### config.mk
export PLATFORM = sky130hd
export DESIGN_NAME = nnt_cost_mem
export DESIGN_NICKNAME = d
export VERILOG_FILES = /design/src/rtl/nnt_pkg.sv /design/src/rtl/nnt_cost_mem.sv
export SDC_FILE = /design/constraint.sdc
export NUM_CORES = 2
export LEC_CHECK = 0
export BUFFER_PORTS_ARGS = -buffer_cell sky130_fd_sc_hd__buf_2
export CAP_MARGIN = 20
export CORE_MARGIN = 5
export CORE_UTILIZATION = 46
export CTS_CLUSTER_DIAMETER = 100
export DETAILED_ROUTE_END_ITERATION = 6
export SLEW_MARGIN = 40
export SYNTH_ARGS = -nofsm -noshare
export SYNTH_HDL_FRONTEND = slang
export SYNTH_SLANG_ARGS = --single-unit
### constraint.sdc
create_clock -name clock -period 2.8 [get_ports clock]
set_input_delay 0.56 -clock clock [delete_from_list [all_inputs] [get_ports clock]]
set_output_delay 0.56 -clock clock [all_outputs]
set_load 0.1 [all_outputs]
### src/rtl/nnt_pkg.sv
// ----------------------------------------------------------------------------
// nnt_pkg
// Shared types and constants of the nearest-neighbor tour core.
// ----------------------------------------------------------------------------
`timescale 1ns / 1ps
`default_nettype none

package nnt_pkg;

   localparam int COST_W = 16;
   localparam int TIME_W = 20;
   localparam int NODE_W = 4;
   localparam logic [TIME_W-1:0] TIME_MAX = 20'hFFFFF;

   typedef enum logic [3:0] {
      ST_LOAD,
      ST_HEAD,
      ST_STEP,
      ST_READ,
      ST_CMP,
      ST_HOP,
      ST_RET_READ,
      ST_RET_ADD,
      ST_TAIL
   } nnt_state_type;

   // sequencer -> search unit
   typedef struct packed {
      logic start;     // new tour: visited = {0}, current = 0, sum = 0
      logic step_init; // clear best candidate
      logic cand;      // compare read word against best
      logic commit;    // take best: add cost, mark, move
      logic ret_add;   // add read word (edge back to node 0)
   } nnt_srch_ctl_type;

endpackage

`default_nettype wire

### src/rtl/nnt_cost_mem.sv
// ----------------------------------------------------------------------------
// nnt_cost_mem
// Cost matrix store: one write port, one registered read port.
// ----------------------------------------------------------------------------
`timescale 1ns / 1ps
`default_nettype none

module nnt_cost_mem #(
   parameter int AW = 8
) (
   input  wire logic                      clock,
   input  wire logic                      wr_en,
   input  wire logic [AW-1:0]             wr_addr,
   input  wire logic [nnt_pkg::COST_W-1:0] wr_data,
   input  wire logic                      rd_en,
   input  wire logic [AW-1:0]             rd_addr,
   output      logic [nnt_pkg::COST_W-1:0] rd_data
);

   logic [nnt_pkg::COST_W-1:0] mem [2**AW];
   logic [nnt_pkg::COST_W-1:0] rd_data_ff;

   always_ff @(posedge clock) begin
      if (wr_en) begin
         mem[wr_addr] <= wr_data;
      end
   end

   always_ff @(posedge clock) begin
      if (rd_en) begin
         rd_data_ff <= mem[rd_addr];
      end
   end

   assign rd_data = rd_data_ff;

endmodule

`default_nettype wire

==> impl_metrics.xml <==
<?xml version="1.0" encoding="UTF-8"?>
<metrics>
  <group name="worst_hold_path">
    <metric name="hold_crit_class" unit="">input port to flip-flop</metric>
  </group>
  <group name="power_and_ir_drop">
    <metric name="seq_power_share" unit="">0.520</metric>
    <metric name="p_sw_frac" unit="">0.214</metric>
    <metric name="p_sw" unit="mW">28.0</metric>
    <metric name="maximum_resistive_drop_on_vdd" unit="V">0.000554</metric>
    <metric name="power.static_leakage" unit="nW">60.7</metric>
    <metric name="pwr_density_cell" unit="mW/mm²">697</metric>
    <metric name="power.internal" unit="mW">103</metric>
    <metric name="fraction_of_power_consumed_by_combinational_cells" unit="">0.058</metric>
    <metric name="pwr-share-clk" unit="">0.422</metric>
  </group>
  <group name="timing">
    <metric name="timing.final.setup_violations" unit="">1</metric>
    <metric name="report.final.slew_viol_count" unit="">0</metric>
    <metric name="worst_hold_slack" unit="ns">0.0789</metric>
    <metric name="tightest_slew" unit="ns">0.958</metric>
    <metric name="finalClockSkew" unit="ns">0.0458</metric>
    <metric name="maxClockFrequency" unit="MHz">354</metric>
    <metric name="hold_violations" unit="">0</metric>
    <metric name="postLayoutSetupSlackWorst" unit="ns">-0.0222</metric>
    <metric name="finalSetupTns" unit="ns">-0.0222</metric>
    <metric name="min_period_over_period" unit="">1.01</metric>
    <metric name="final_period_minus_worst_setup_slack" unit="ns">2.82</metric>
    <metric name="max-slew-margin-rel" unit="">0.361</metric>
  </group>
  <group name="logic_synthesis">
    <metric name="synthDistinctLibCells" unit="">51</metric>
    <metric name="post_synth.cell_area_avg" unit="µm²">21.6</metric>
    <metric name="sequential_area_share_after_synthesis" unit="">0.777</metric>
    <metric name="synth-warning-count" unit="">0</metric>
    <metric name="synth_edf_count" unit="">4112</metric>
    <metric name="ys_dominant_reg_cell" unit="">sky130_fd_sc_hd__edfxtp_1</metric>
    <metric name="synthCells" unit="">7360</metric>
    <metric name="synth.net_count" unit="">7395</metric>
    <metric name="yosys_register_bits" unit="">4112</metric>
    <metric name="synthesis.area" unit="mm²">0.159</metric>
    <metric name="asyncSetResetFlopFracSynth" unit="">0</metric>
  </group>
  <group name="clock_network">
    <metric name="setup_repair_bufs_after_cts" unit="">0</metric>
    <metric name="cts_max_path_buffers" unit="">4</metric>
    <metric name="cts-buffers-inserted" unit="">418</metric>
    <metric name="clkLatencyLatePin" unit="ns">0.97</metric>
    <metric name="ctsHtreeMaxLevel" unit="">5</metric>
    <metric name="clk_pin_slew_worst_paths" unit="ns">0.06</metric>
    <metric name="tritoncts" unit="">built</metric>
    <metric name="cts_root_buf" unit="">sky130_fd_sc_hd__clkbuf_16</metric>
    <metric name="clock-sinks" unit="">4112</metric>
  </group>
  <group name="placed_design">
    <metric name="place.detailed.hpwl" unit="µm">280000</metric>
    <metric name="numPortBuffers" unit="">50</metric>
    <metric name="pre_cts_slack" unit="ns">-1.54</metric>
    <metric name="numPlacedInstances" unit="">12599</metric>
    <metric name="postPlaceCellArea" unit="mm²">0.174</metric>
    <metric name="final_weighted_congestion_in_routability_driven_placement" unit="">0.909</metric>
  </group>
  <group name="status">
    <metric name="violations" unit="">setup timing</metric>
    <metric name="status" unit="">finished with violations</metric>
  </group>
  <group name="floorplan">
    <metric name="die_area" unit="mm²">0.357</metric>
    <metric name="coreArea" unit="mm²">0.344</metric>
    <metric name="number_of_placement_rows" unit="">215</metric>
    <metric name="die-width" unit="µm">598</metric>
    <metric name="initial_utilization" unit="">0.462</metric>
    <metric name="pin_count" unit="">51</metric>
    <metric name="die_h" unit="µm">598</metric>
  </group>
  <group name="drt">
    <metric name="drt_pass1_iterations" unit="">6</metric>
    <metric name="vias_per_cell" unit="">6.11</metric>
    <metric name="finalWirelength" unit="µm">436000</metric>
    <metric name="detailedRoute.firstIterationViolations" unit="">10714</metric>
    <metric name="avgRoutedWirePerCell" unit="µm">32.6</metric>
    <metric name="detailroute.via_count" unit="">81723</metric>
    <metric name="final_antenna_net_count" unit="">0</metric>
    <metric name="route.detailed.drc" unit="">0</metric>
  </group>
  <group name="setup_path">
    <metric name="r2r_path_end" unit="">rd_data[13]</metric>
    <metric name="rr_startpoint" unit="">mem[3][13]</metric>
    <metric name="timing.reg2reg.worst_path_depth" unit="">8</metric>
    <metric name="worstPathCellList" unit="">buf_16 -&gt; buf_12 -&gt; buf_6 -&gt; buf_4 -&gt; mux4_2 -&gt; mux2_2 -&gt; a22oi_2 -&gt; buf_4 -&gt; nand2_1 -&gt; o32ai_4 -&gt; buf_6 -&gt; nor4_1</metric>
    <metric name="timing.critical_path.from" unit="">rd_addr[0]</metric>
    <metric name="timing.critical_path.slowest_stage_cell" unit="">sky130_fd_sc_hd__mux4_2</metric>
    <metric name="cp_data_arrival_time" unit="ns">3.51</metric>
    <metric name="reg2reg_setup_slack" unit="ns">0.01</metric>
    <metric name="max_stage_delay" unit="ns">0.49</metric>
    <metric name="critPathCaptureType" unit="">flip-flop</metric>
    <metric name="type_of_the_worst_setup_path" unit="">input port to flip-flop</metric>
    <metric name="cp.required" unit="ns">3.49</metric>
    <metric name="critPathMaxFanout" unit="">16</metric>
    <metric name="worst_setup_sp_type" unit="">input port</metric>
    <metric name="cp-endpoint" unit="">rd_data[13]</metric>
  </group>
  <group name="grt">
    <metric name="first_pass_grt_wire_length" unit="µm">618000</metric>
    <metric name="grt_start_max_net_pins" unit="">94</metric>
    <metric name="grt.overflow.total" unit="">0</metric>
    <metric name="grt_pass1_vias" unit="">81458</metric>
    <metric name="grt_antenna_before_repair" unit="">27</metric>
    <metric name="groute.usage.overall" unit="">0.241</metric>
  </group>
  <group name="finish">
    <metric name="final_common_cell" unit="">sky130_fd_sc_hd__edfxtp_1</metric>
    <metric name="synthesis_to_layout_area_growth" unit="%">18.0</metric>
    <metric name="layout.nets" unit="">8503</metric>
    <metric name="fillers" unit="">25712</metric>
    <metric name="postLayoutCellArea" unit="mm²">0.187</metric>
    <metric name="area_used_by_multi_input_combinational_logic" unit="mm²">0.0332</metric>
    <metric name="most-common-layout-cells" unit="">sky130_fd_sc_hd__edfxtp_1 (4,112), sky130_fd_sc_hd__buf_4 (847), sky130_fd_sc_hd__mux4_2 (797)</metric>
    <metric name="final_layout_size_suffix_gt1_frac" unit="">0.311</metric>
    <metric name="layout.cells.non_filler" unit="">13369</metric>
    <metric name="layout.area.seq" unit="mm²">0.123</metric>
  </group>
  <group name="flow_run">
    <metric name="maxCapViolations" unit="">0</metric>
  </group>
</metrics>
## worst max-delay path: cells and delay by family
family	cells	cell delay [ns]
buffers and inverters	6	1.05
AO/OA/AOI/OAI	2	0.86
multiplexers	2	0.78
AND/OR/NAND/NOR	2	0.17
## layer usage
layer / track usage / wire [µm] / vias up
li1: - / - / 33575
met1: 0.349 / 178000 / 43616
met2: 0.374 / 205000 / 3903
met3: 0.0444 / 38300 / 627
met4: 0.0803 / 15600 / 2
met5: 0 / 13 / -
## cells in the mapped netlist, drive strengths merged (4+ instances only)
cell,number,area share
mux4,797,0.11
o21ai,38,0.0012
clkbuf,230,0.0054
and3,11,0.00043
mux2i,565,0.036
a22o,32,0.0018
mux2,88,0.0062
o221ai,253,0.014
a2111oi,6,0.00033
inv,4,0.000094
nand4,26,0.0010
a21oi,175,0.0055
nand3,35,0.0011
o32ai,21,0.0012
o22ai,148,0.0058
or2,5,0.00020
buf,222,0.011
o31ai,16,0.00076
a221oi,28,0.0015
nor2,304,0.0072
a31oi,6,0.00024
nor3,92,0.0029
nand2,38,0.00090
a211oi,18,0.00085
edfxtp,4112,0.78
a22oi,43,0.0020
nor2b,9,0.00035
nor4,18,0.00075
## stage by stage
step | total power [mW] | util
after global placement | 76.7 | 0.506
after global routing | 134 | 0.546
after detailed placement | 76.8 | 0.506
after floorplan | 72.8 | -
final | 131 | 0.546
after CTS | 131 | 0.545
## repair_timing
action | CTS | global route
pin swaps | 2 | 4
endpoints found under the hold margin | 90 | 0
endpoints found under the setup margin | 5 | 8
resized for setup | 13 | 14
cloned | 0 | 0
hold buffers | 6 | 0
## flip-flops by register name, summed over array words and instances, names as in the netlist
| register | cells |
|---|---|
| rd_data | 16 |
| mem | 4096 |
## power groups by stage
| stage | Combinational, mW | Sequential (mW) | Clock [mW] |
|---|---|---|---|
| finish | 7.56 | 68.0 | 55.1 |
| global route | 7.87 | 67.9 | 58.6 |
| CTS | 7.56 | 68.0 | 55.9 |
| detailed placement | 7.51 | 69.3 | 0 |
| global placement | 7.40 | 69.3 | 0 |
| floorplan | 3.35 | 69.4 | 0 |
## kinds of logic after synthesis
| logic type | synth area share |
|---|---|
| mux | 0.155 |
| flops | 0.777 |
| simple gates | 0.0157 |
| compound gates | 0.0353 |
| buf+inv | 0.0169 |
## area by class of cell
class,instances,area share
clock inverters,243,0.0136
flip-flops and latches,4112,0.659
well taps,4557,0.0304
multi-input cells,2792,0.177
clock buffers,509,0.0582
diodes,12,0.000160
repair buffers,1140,0.0618
inverters,4,0.000147
## worst min-delay path by stage
stage,start,end,slack [ns],cells after the start
floorplan,wr_data[0],mem[0][0],0.66,0
finish,wr_data[3],mem[246][3],0.08,1
global route,wr_data[12],mem[75][12],0.06,1
detailed placement,wr_data[8],mem[72][8],0.94,1
CTS,wr_data[12],mem[90][12],0.02,1
global placement,wr_data[8],mem[73][8],0.94,1
No activity file was read; power rests on OpenSTA's default activity.
