**config.mk**
```make
export PLATFORM = sky130hd
export DESIGN_NAME = nnt_search
export DESIGN_NICKNAME = d
export VERILOG_FILES = /design/src/rtl/nnt_pkg.sv /design/src/rtl/nnt_search.sv
export SDC_FILE = /design/constraint.sdc
export NUM_CORES = 1
export LEC_CHECK = 0
export BUFFER_PORTS_ARGS = -buffer_cell sky130_fd_sc_hd__buf_2
export CORE_MARGIN = 2
export CORE_UTILIZATION = 45
export DETAILED_ROUTE_END_ITERATION = 7
export HOLD_SLACK_MARGIN = 0.05
export PLACE_DENSITY = 0.74
export SKIP_CTS_REPAIR_TIMING = 1
export SYNTH_ARGS = -nofsm -noshare
export SYNTH_HDL_FRONTEND = slang
export SYNTH_SLANG_ARGS = --single-unit
```
**constraint.sdc**
```tcl
create_clock -name clock -period 2.9 [get_ports clock]
set_clock_uncertainty 0.05 [all_clocks]
set_input_delay 0.145 -clock clock [delete_from_list [all_inputs] [get_ports clock]]
set_output_delay 0.145 -clock clock [all_outputs]
set_load 0.02 [all_outputs]
```
**src/rtl/nnt_pkg.sv**
```systemverilog
// ----------------------------------------------------------------------------
// nnt_pkg
// Shared types and constants of the nearest-neighbor tour core.
// ----------------------------------------------------------------------------
`timescale 1ns / 1ps
`default_nettype none

package nnt_pkg;

   localparam int COST_W = 16;
   localparam int TIME_W = 20;
   localparam int NODE_W = 4;
   localparam logic [TIME_W-1:0] TIME_MAX = 20'hFFFFF;

   typedef enum logic [3:0] {
      ST_LOAD,
      ST_HEAD,
      ST_STEP,
      ST_READ,
      ST_CMP,
      ST_HOP,
      ST_RET_READ,
      ST_RET_ADD,
      ST_TAIL
   } nnt_state_type;

   // sequencer -> search unit
   typedef struct packed {
      logic start;     // new tour: visited = {0}, current = 0, sum = 0
      logic step_init; // clear best candidate
      logic cand;      // compare read word against best
      logic commit;    // take best: add cost, mark, move
      logic ret_add;   // add read word (edge back to node 0)
   } nnt_srch_ctl_type;

endpackage

`default_nettype wire

```
**src/rtl/nnt_search.sv**
```systemverilog
// ----------------------------------------------------------------------------
// nnt_search
// Shared compare / accumulate unit: tracks visited nodes, current node,
// best candidate of the running scan and the saturating tour time.
// ----------------------------------------------------------------------------
`timescale 1ns / 1ps
`default_nettype none

module nnt_search #(
   parameter int NW = 4
) (
   input  wire logic                       clock,
   input  wire logic                       reset,
   input  wire nnt_pkg::nnt_srch_ctl_type  ctl,
   input  wire logic [NW-1:0]              cand_idx,
   input  wire logic [nnt_pkg::COST_W-1:0] rd_data,
   output      logic [NW-1:0]              cur_node,
   output      logic [NW-1:0]              best_node,
   output      logic [nnt_pkg::TIME_W-1:0] time_sum
);

   localparam int NODES = 2**NW;

   logic [NODES-1:0]              visited_ff, visited_in;
   logic [NW-1:0]                 cur_ff, cur_in;
   logic [NW-1:0]                 best_ff, best_in;
   logic [nnt_pkg::COST_W-1:0]    best_cost_ff, best_cost_in;
   logic                          found_ff, found_in;
   logic [nnt_pkg::TIME_W-1:0]    sum_ff, sum_in;
   logic [nnt_pkg::COST_W-1:0]    addend;
   logic [nnt_pkg::TIME_W:0]      sum_wide;
   logic                          take;

   // one adder for both the hop cost and the closing edge
   assign addend   = ctl.commit ? best_cost_ff : rd_data;
   assign sum_wide = {1'b0, sum_ff} + (nnt_pkg::TIME_W+1)'(addend);
   assign take     = !visited_ff[cand_idx] && (!found_ff || (rd_data < best_cost_ff));

   always_comb begin
      visited_in   = visited_ff;
      cur_in       = cur_ff;
      best_in      = best_ff;
      best_cost_in = best_cost_ff;
      found_in     = found_ff;
      sum_in       = sum_ff;
      if (ctl.start) begin
         visited_in = NODES'(1);
         cur_in     = '0;
         sum_in     = '0;
      end
      if (ctl.step_init) begin
         found_in = 1'b0;
      end
      if (ctl.cand && take) begin
         found_in     = 1'b1;
         best_in      = cand_idx;
         best_cost_in = rd_data;
      end
      if (ctl.commit) begin
         visited_in[best_ff] = 1'b1;
         cur_in              = best_ff;
      end
      if (ctl.commit || ctl.ret_add) begin
         sum_in = sum_wide[nnt_pkg::TIME_W] ? nnt_pkg::TIME_MAX
                                            : sum_wide[nnt_pkg::TIME_W-1:0];
      end
   end

   always_ff @(posedge clock) begin
      if (reset) begin
         visited_ff <= NODES'(1);
         cur_ff     <= '0;
         sum_ff     <= '0;
         found_ff   <= 1'b0;
      end else begin
         visited_ff <= visited_in;
         cur_ff     <= cur_in;
         sum_ff     <= sum_in;
         found_ff   <= found_in;
      end
   end

   always_ff @(posedge clock) begin
      best_ff      <= best_in;
      best_cost_ff <= best_cost_in;
   end

   assign cur_node  = cur_ff;
   assign best_node = best_ff;
   assign time_sum  = sum_ff;

endmodule

`default_nettype wire

```
==> flow_metrics.env, run 1 <==
export IMPL_dieHeight_um=94.8
export IMPL_async_flop_share=0
export IMPL_initial_core_util=0.459
export IMPL_numCtsBuffers=9
export IMPL_drive_gt1_frac=0.288
export IMPL_dieArea_um2=8990
export IMPL_port_buffers=54
export IMPL_antenna_found_initial=0
export IMPL_route_detailed_drc=0
export IMPL_worst_pin_slew_ps=708
export IMPL_grt_pass1_vias=2908
export IMPL_cts_tree="done"
export IMPL_fill_cells=735
export IMPL_synth_distinct_cells=60
export IMPL_cp_max_fo=4
export IMPL_via_count=3128
export IMPL_first_pass_iters=5
export IMPL_chipWidth_um=94.8
export IMPL_htree_levels=3
export IMPL_ir_worst_vdd_v=0.000492
export IMPL_synth_main_ff_cell="dfxtp_1"
export IMPL_slew_limit_headroom=0.526
export IMPL_clock_root_buffer="clkbuf_8"
export IMPL_path_cells="dlygate4sd3_1, buf_2, mux2_2, ha_1, a211oi_2, o21bai_1, o41ai_2, nand3_1, a31o_2, o2bb2ai_1, a211o_1"
export IMPL_hpwl_mm=6.65
export IMPL_grtUsageTotal=0.201
export IMPL_fmax_mhz=362
export IMPL_start_kind="primary input"
export IMPL_synth_edf_count=20
export IMPL_cpLargestDelayFamily="compound AO/OA/AOI/OAI gates"
export IMPL_design_area_um2=4600
export IMPL_yosys_area_top_type_share=0.221
export IMPL_cts_sinks=61
export IMPL_routedWlPerCell_um=15.0
export IMPL_fin_tns_setup_ps=0
export IMPL_power_density_nw_per_um2=650
export IMPL_ys_ff_latch=61
export IMPL_slowest_delay_ps=530
export IMPL_yosys_area_top_type="dfxtp_1"
export IMPL_grt_pass1_wl_mm=14.0
export IMPL_postSynthCellCount=382
export IMPL_maxCapViolCount=0
export IMPL_worst_hold_slack_ps=57.4
export IMPL_leakage_uw=0.00207
export IMPL_io_pins=55
export IMPL_synthTopCellsByArea="dfxtp_1 22%, edfxtp_1 16%, ha_1 10%, a21oi_1 5.1%, mux2_2 4.9%"
export IMPL_synthMostInstantiatedCell="dfxtp_1"
export IMPL_overflow=0
export IMPL_multi_input_area_um2=2160
export IMPL_final_nets=534
export IMPL_routed_wl_mm=8.77
export IMPL_place_area_um2=4210
export IMPL_cp_arrival_ps=2940
export IMPL_core_area_um2=8090
export IMPL_final_max_slew_viol_count=0
export IMPL_path_buf_inv=2
export IMPL_worstSetupPathType="primary input to flip-flop"
export IMPL_insertion_delay_ps=340
export IMPL_hp_class="primary input to flip-flop"
export IMPL_synth_top_cells_by_count="41 x dfxtp_1, 38 x a21oi_1, 33 x nand2_1"
export IMPL_clk_path_buf_depth=2
export IMPL_area_growth_pct=23.9
export IMPL_path_clk_slew_ps=70
export IMPL_finalCriticalPeriod_ps=2760
export IMPL_hold_violations=0
export IMPL_syn_nets=441
export IMPL_outcome="completed"
export IMPL_cp_required_ps=3080
export IMPL_worst_slack_ps=140
export IMPL_avgSynthCellArea_um2=9.72
export IMPL_insertedDiodeCount=0
export IMPL_rows=33
export IMPL_routabilityCongestion=0.904
export IMPL_drt_iter0_markers=152
export IMPL_setup_viol=0
export IMPL_crit_slowest_cell="dlygate4sd3_1"
export IMPL_netlist_area_um2=3710
export IMPL_drtAntennaViolNets=0
export IMPL_ys_seq_area_frac=0.383
export IMPL_seqCellArea_um2=1420
export IMPL_dp_slack_ps=9.78
export IMPL_yosysWarningCount=0
export IMPL_viasPerCell=5.35
export IMPL_grt_max_degree=19
export IMPL_fin_crit_sh=0.952
export IMPL_endpoint_kind="flip-flop"
[kinds of logic (layout without fill, tap and decap cells)]
| logic type | after synthesis | in the layout | share of synthesized area |
|---|---|---|---|
| simple gates | 111 | 111 | 0.150 |
| compound gates | 112 | 112 | 0.214 |
| mux | 22 | 22 | 0.0815 |
| xor+xnor | 10 | 10 | 0.0236 |
| fa+ha+maj | 32 | 32 | 0.110 |
| buf+inv | 34 | 132 | 0.0387 |
| flops | 61 | 61 | 0.383 |
[sequential cells by signal, indices dropped and copies added (netlist names)]
| signal | cells |
|---|---|
| best_node | 4 |
| time_sum | 20 |
| best_cost_ff | 16 |
| cur_node | 4 |
| found_ff | 1 |
| visited_ff | 16 |
[where the power goes]
part           switching, uW  internal, uW
Combinational            686           551
Clock                    357           313
Sequential              95.5           990
Total                   1140          1850
[through the flow]
stage	total power (uW)	cells	util
finish	2990	585	0.569
global route	3180	585	0.569
CTS	2980	565	0.541
detailed placement	2300	549	0.520
global placement	2270	549	0.520
floorplan	1950	382	-
[final cells by class]
type | count | area share
well taps | 105 | 0.0285
multi-input cells | 287 | 0.470
flip-flops and latches | 61 | 0.309
clock inverters | 7 | 0.0106
repair buffers | 95 | 0.138
clock buffers | 9 | 0.0269
inverters | 21 | 0.0171
[final timing paths]
kind	from	endpoint	slack [ps]	cells after the start
setup reg to reg	best_cost_ff[1]$_DFFE_PP_	time_sum[19]$_SDFFE_PP0P_	180	9
setup / recovery	rd_data[1]	time_sum[19]$_SDFFE_PP0P_	140	11
hold / removal	cand_idx[0]	best_node[0]$_DFFE_PP_	60	1
hold reg to reg	visited_ff[0]$_SDFF_PP1_	visited_ff[0]$_SDFF_PP1_	400	1
[layout by cell type (no fill, tap or decap), types with 3 or more instances in the layout]
master          n
buf_2          54
dfxtp_1        41
a21oi_1        37
nand2_1        33
ha_1           28
nor2_1         24
inv_1          21
a21o_1         20
edfxtp_1       20
buf_4          20
o21ai_0        19
dlygate4sd3_1  19
mux2_2         16
nand3_1        13
clkbuf_8        9
nand2b_1        7
xor2_1          7
nor2b_1         6
nand4_1         5
mux4_2          5
o31ai_1         4
nor3_1          4
or2_2           3
o211ai_1        3
xnor2_1         3
ha_2            3
[routing by layer]
| metal | part of all wire | GRT usage | up-vias |
|---|---|---|---|
| met5 | 0 | 0 | - |
| met4 | 0.013 | 0.0580 | 0 |
| met3 | 0.057 | 0.0423 | 12 |
| met2 | 0.47 | 0.311 | 77 |
| met1 | 0.46 | 0.283 | 1445 |
| li1 | - | - | 1594 |
No activity file was read; power rests on OpenSTA's default activity.
==> run 2, diff against run 1 <==
--- a/config.mk
+++ b/config.mk
@@ -9,6 +9,7 @@
 export CORE_MARGIN = 2
-export CORE_UTILIZATION = 45
+export CORE_UTILIZATION = 40
+export CTS_BUF_LIST = sky130_fd_sc_hd__clkbuf_2
 export DETAILED_ROUTE_END_ITERATION = 7
 export HOLD_SLACK_MARGIN = 0.05
-export PLACE_DENSITY = 0.74
+export PLACE_DENSITY = 0.68
 export SKIP_CTS_REPAIR_TIMING = 1
==> constraint.sdc (replaced) <==
create_clock -name clock -period 2.9 [get_ports clock]
set_clock_uncertainty 0.05 [all_clocks]
set_input_delay 0.29 -clock clock [delete_from_list [all_inputs] [get_ports clock]]
set_output_delay 0.29 -clock clock [all_outputs]
set_load 0.02 [all_outputs]
==> run 2 against run 1 <==
Power fell by 2.0%. Largest power group unchanged. Highest routed layer unchanged. Worst hold slack improved by 47 ps. Core utilization fell by 5.9 points. Sequential cell count did not move. Register-to-register slack got worse by 20 ps. Global-route usage fell by 2.0 points.
==> flow_metrics.env, run 2 (synthesis gave the netlist of run 1 again) <==
export IMPL_outcome="completed"
export IMPL_drive_gt1_frac=0.291
export IMPL_share_comb_of_total_power=0.442
export IMPL_routed_wl_mm=8.86
export IMPL_worstSetupPathType="primary input to flip-flop"
export IMPL_leakage_uw=0.00212
export IMPL_grt_max_degree=22
export IMPL_design_area_um2=4640
export IMPL_fin_tns_setup_ps=0
export IMPL_insertedDiodeCount=0
export IMPL_antenna_found_initial=0
export IMPL_slew_limit_headroom=0.550
export IMPL_pwr_share_clk=0.188
export IMPL_worst_pin_slew_ps=673
export IMPL_final_max_slew_viol_count=0
export IMPL_clk_path_buf_depth=2
export IMPL_numCtsBuffers=9
export IMPL_power_density_nw_per_um2=632
export IMPL_sw_frac_of_total=0.391
export IMPL_via_count=3183
export IMPL_first_pass_iters=4
export IMPL_drtAntennaViolNets=0
export IMPL_setup_viol=0
export IMPL_cts_sinks=61
export IMPL_cp_required_ps=3230
export IMPL_fmax_mhz=363
export IMPL_initial_core_util=0.408
export IMPL_routedWlPerCell_um=14.7
export IMPL_hpwl_mm=6.71
export IMPL_place_area_um2=4280
export IMPL_insertion_delay_ps=500
export IMPL_grt_pass1_wl_mm=14.4
export IMPL_chipWidth_um=100
export IMPL_port_buffers=54
export IMPL_fin_crit_sh=0.950
export IMPL_dieHeight_um=100
export IMPL_clock_root_buffer="clkbuf_2"
export IMPL_core_area_um2=9110
export IMPL_viasPerCell=5.28
export IMPL_grt_pass1_vias=2956
export IMPL_worst_hold_slack_ps=105
export IMPL_final_common_cell="buf_2"
export IMPL_largest_reg_flops=20
export IMPL_mostFrequentLayoutCells="54 x buf_2, 41 x dfxtp_1, 37 x a21oi_1, 33 x nand2_1, 31 x ha_1"
export IMPL_ir_worst_vdd_v=0.000385
export IMPL_io_pins=55
export IMPL_seq_power_share=0.370
export IMPL_path_clk_slew_ps=200
export IMPL_intPower_uw=1790
export IMPL_grtUsageTotal=0.181
export IMPL_routabilityCongestion=0.883
export IMPL_endpoint_kind="flip-flop"
export IMPL_rows=35
export IMPL_cp_max_fo=3
export IMPL_rsz0062_at_grt="false"
export IMPL_final_nets=546
export IMPL_maxCapViolCount=0
export IMPL_hp_class="primary input to flip-flop"
export IMPL_start_kind="primary input"
export IMPL_power_switching_uw=1150
export IMPL_cp_arrival_ps=3090
export IMPL_area_growth_pct=25.1
export IMPL_cts_tree="done"
export IMPL_hold_violations=0
export IMPL_dieArea_um2=10100
export IMPL_htree_levels=3
export IMPL_finalCriticalPeriod_ps=2760
export IMPL_route_detailed_drc=0
export IMPL_overflow=0
export IMPL_drt_iter0_markers=136
[run 2: cell types whose count changed in the layout (fill, tap and decap cells not counted), sizes merged]
| cell | change |
|---|---|
| clkinvlp | +1 |
| buf | +8 |
| bufinv | +1 |
| dlygate4sd3 | +4 |
| inv | -2 |
[run 2: area by class of cell]
type | instances | area, um^2
well taps | 111 | 139
inverters | 21 | 78.8
multi-input cells | 287 | 2160
clock buffers | 9 | 45.0
repair buffers | 107 | 726
clock inverters | 7 | 73.8
fillers | 861 | 4460
flip-flops and latches | 61 | 1420
[run 2: path summary, 6_finish.rpt]
| kind | startpoint | to | slack, ps | depth (start not counted) |
|---|---|---|---|---|
| worst min register to register | cur_node[2]$_SDFFE_PP0P_ | cur_node[2]$_SDFFE_PP0P_ | 420 | 2 |
| worst max register to register | best_cost_ff[1]$_DFFE_PP_ | time_sum[19]$_SDFFE_PP0P_ | 160 | 9 |
| worst min-delay path | ctl[4] | visited_ff[0]$_SDFF_PP1_ | 100 | 2 |
| worst max-delay path | rd_data[1] | time_sum[19]$_SDFFE_PP0P_ | 140 | 11 |
[run 2: power groups by stage]
stage,Clock [uW],Sequential [uW],Combinational [uW]
3_5_place_dp,0,1100,1250
3_3_place_gp,0,1100,1230
6_report,550,1090,1300
5_1_grt,612,1100,1430
4_1_cts,575,1080,1260
2_1_floorplan,0,1170,773
[run 2: worst max-delay path, stage by stage]
cell           delay (ps)
dlygate4sd3_1         540
buf_2                 140
mux2_2                290
ha_1                  310
a211oi_2              230
o21bai_1              150
o41ai_2               360
nand3_1               160
a31o_2                230
o2bb2ai_1             120
a211o_1               260
[run 2: metrics by stage]
stage,total power (uW),setup slack [ps],util,std cells
final,2930,144,0.510,603
after global routing,3140,8.58,0.510,603
after CTS,2920,30.1,0.483,580
after detailed placement,2360,-111,0.470,564
after global placement,2330,-62.5,0.470,564
after floorplan,1950,23.0,-,382
[run 2: metal layers]
layer / share of wire / routed length, um / GRT usage
met3: 0.042 / 370 / 0.0362
met1: 0.50 / 4450 / 0.260
met4: 0.0071 / 63 / 0.0580
met5: 0 / 0 / 0
met2: 0.45 / 3970 / 0.273
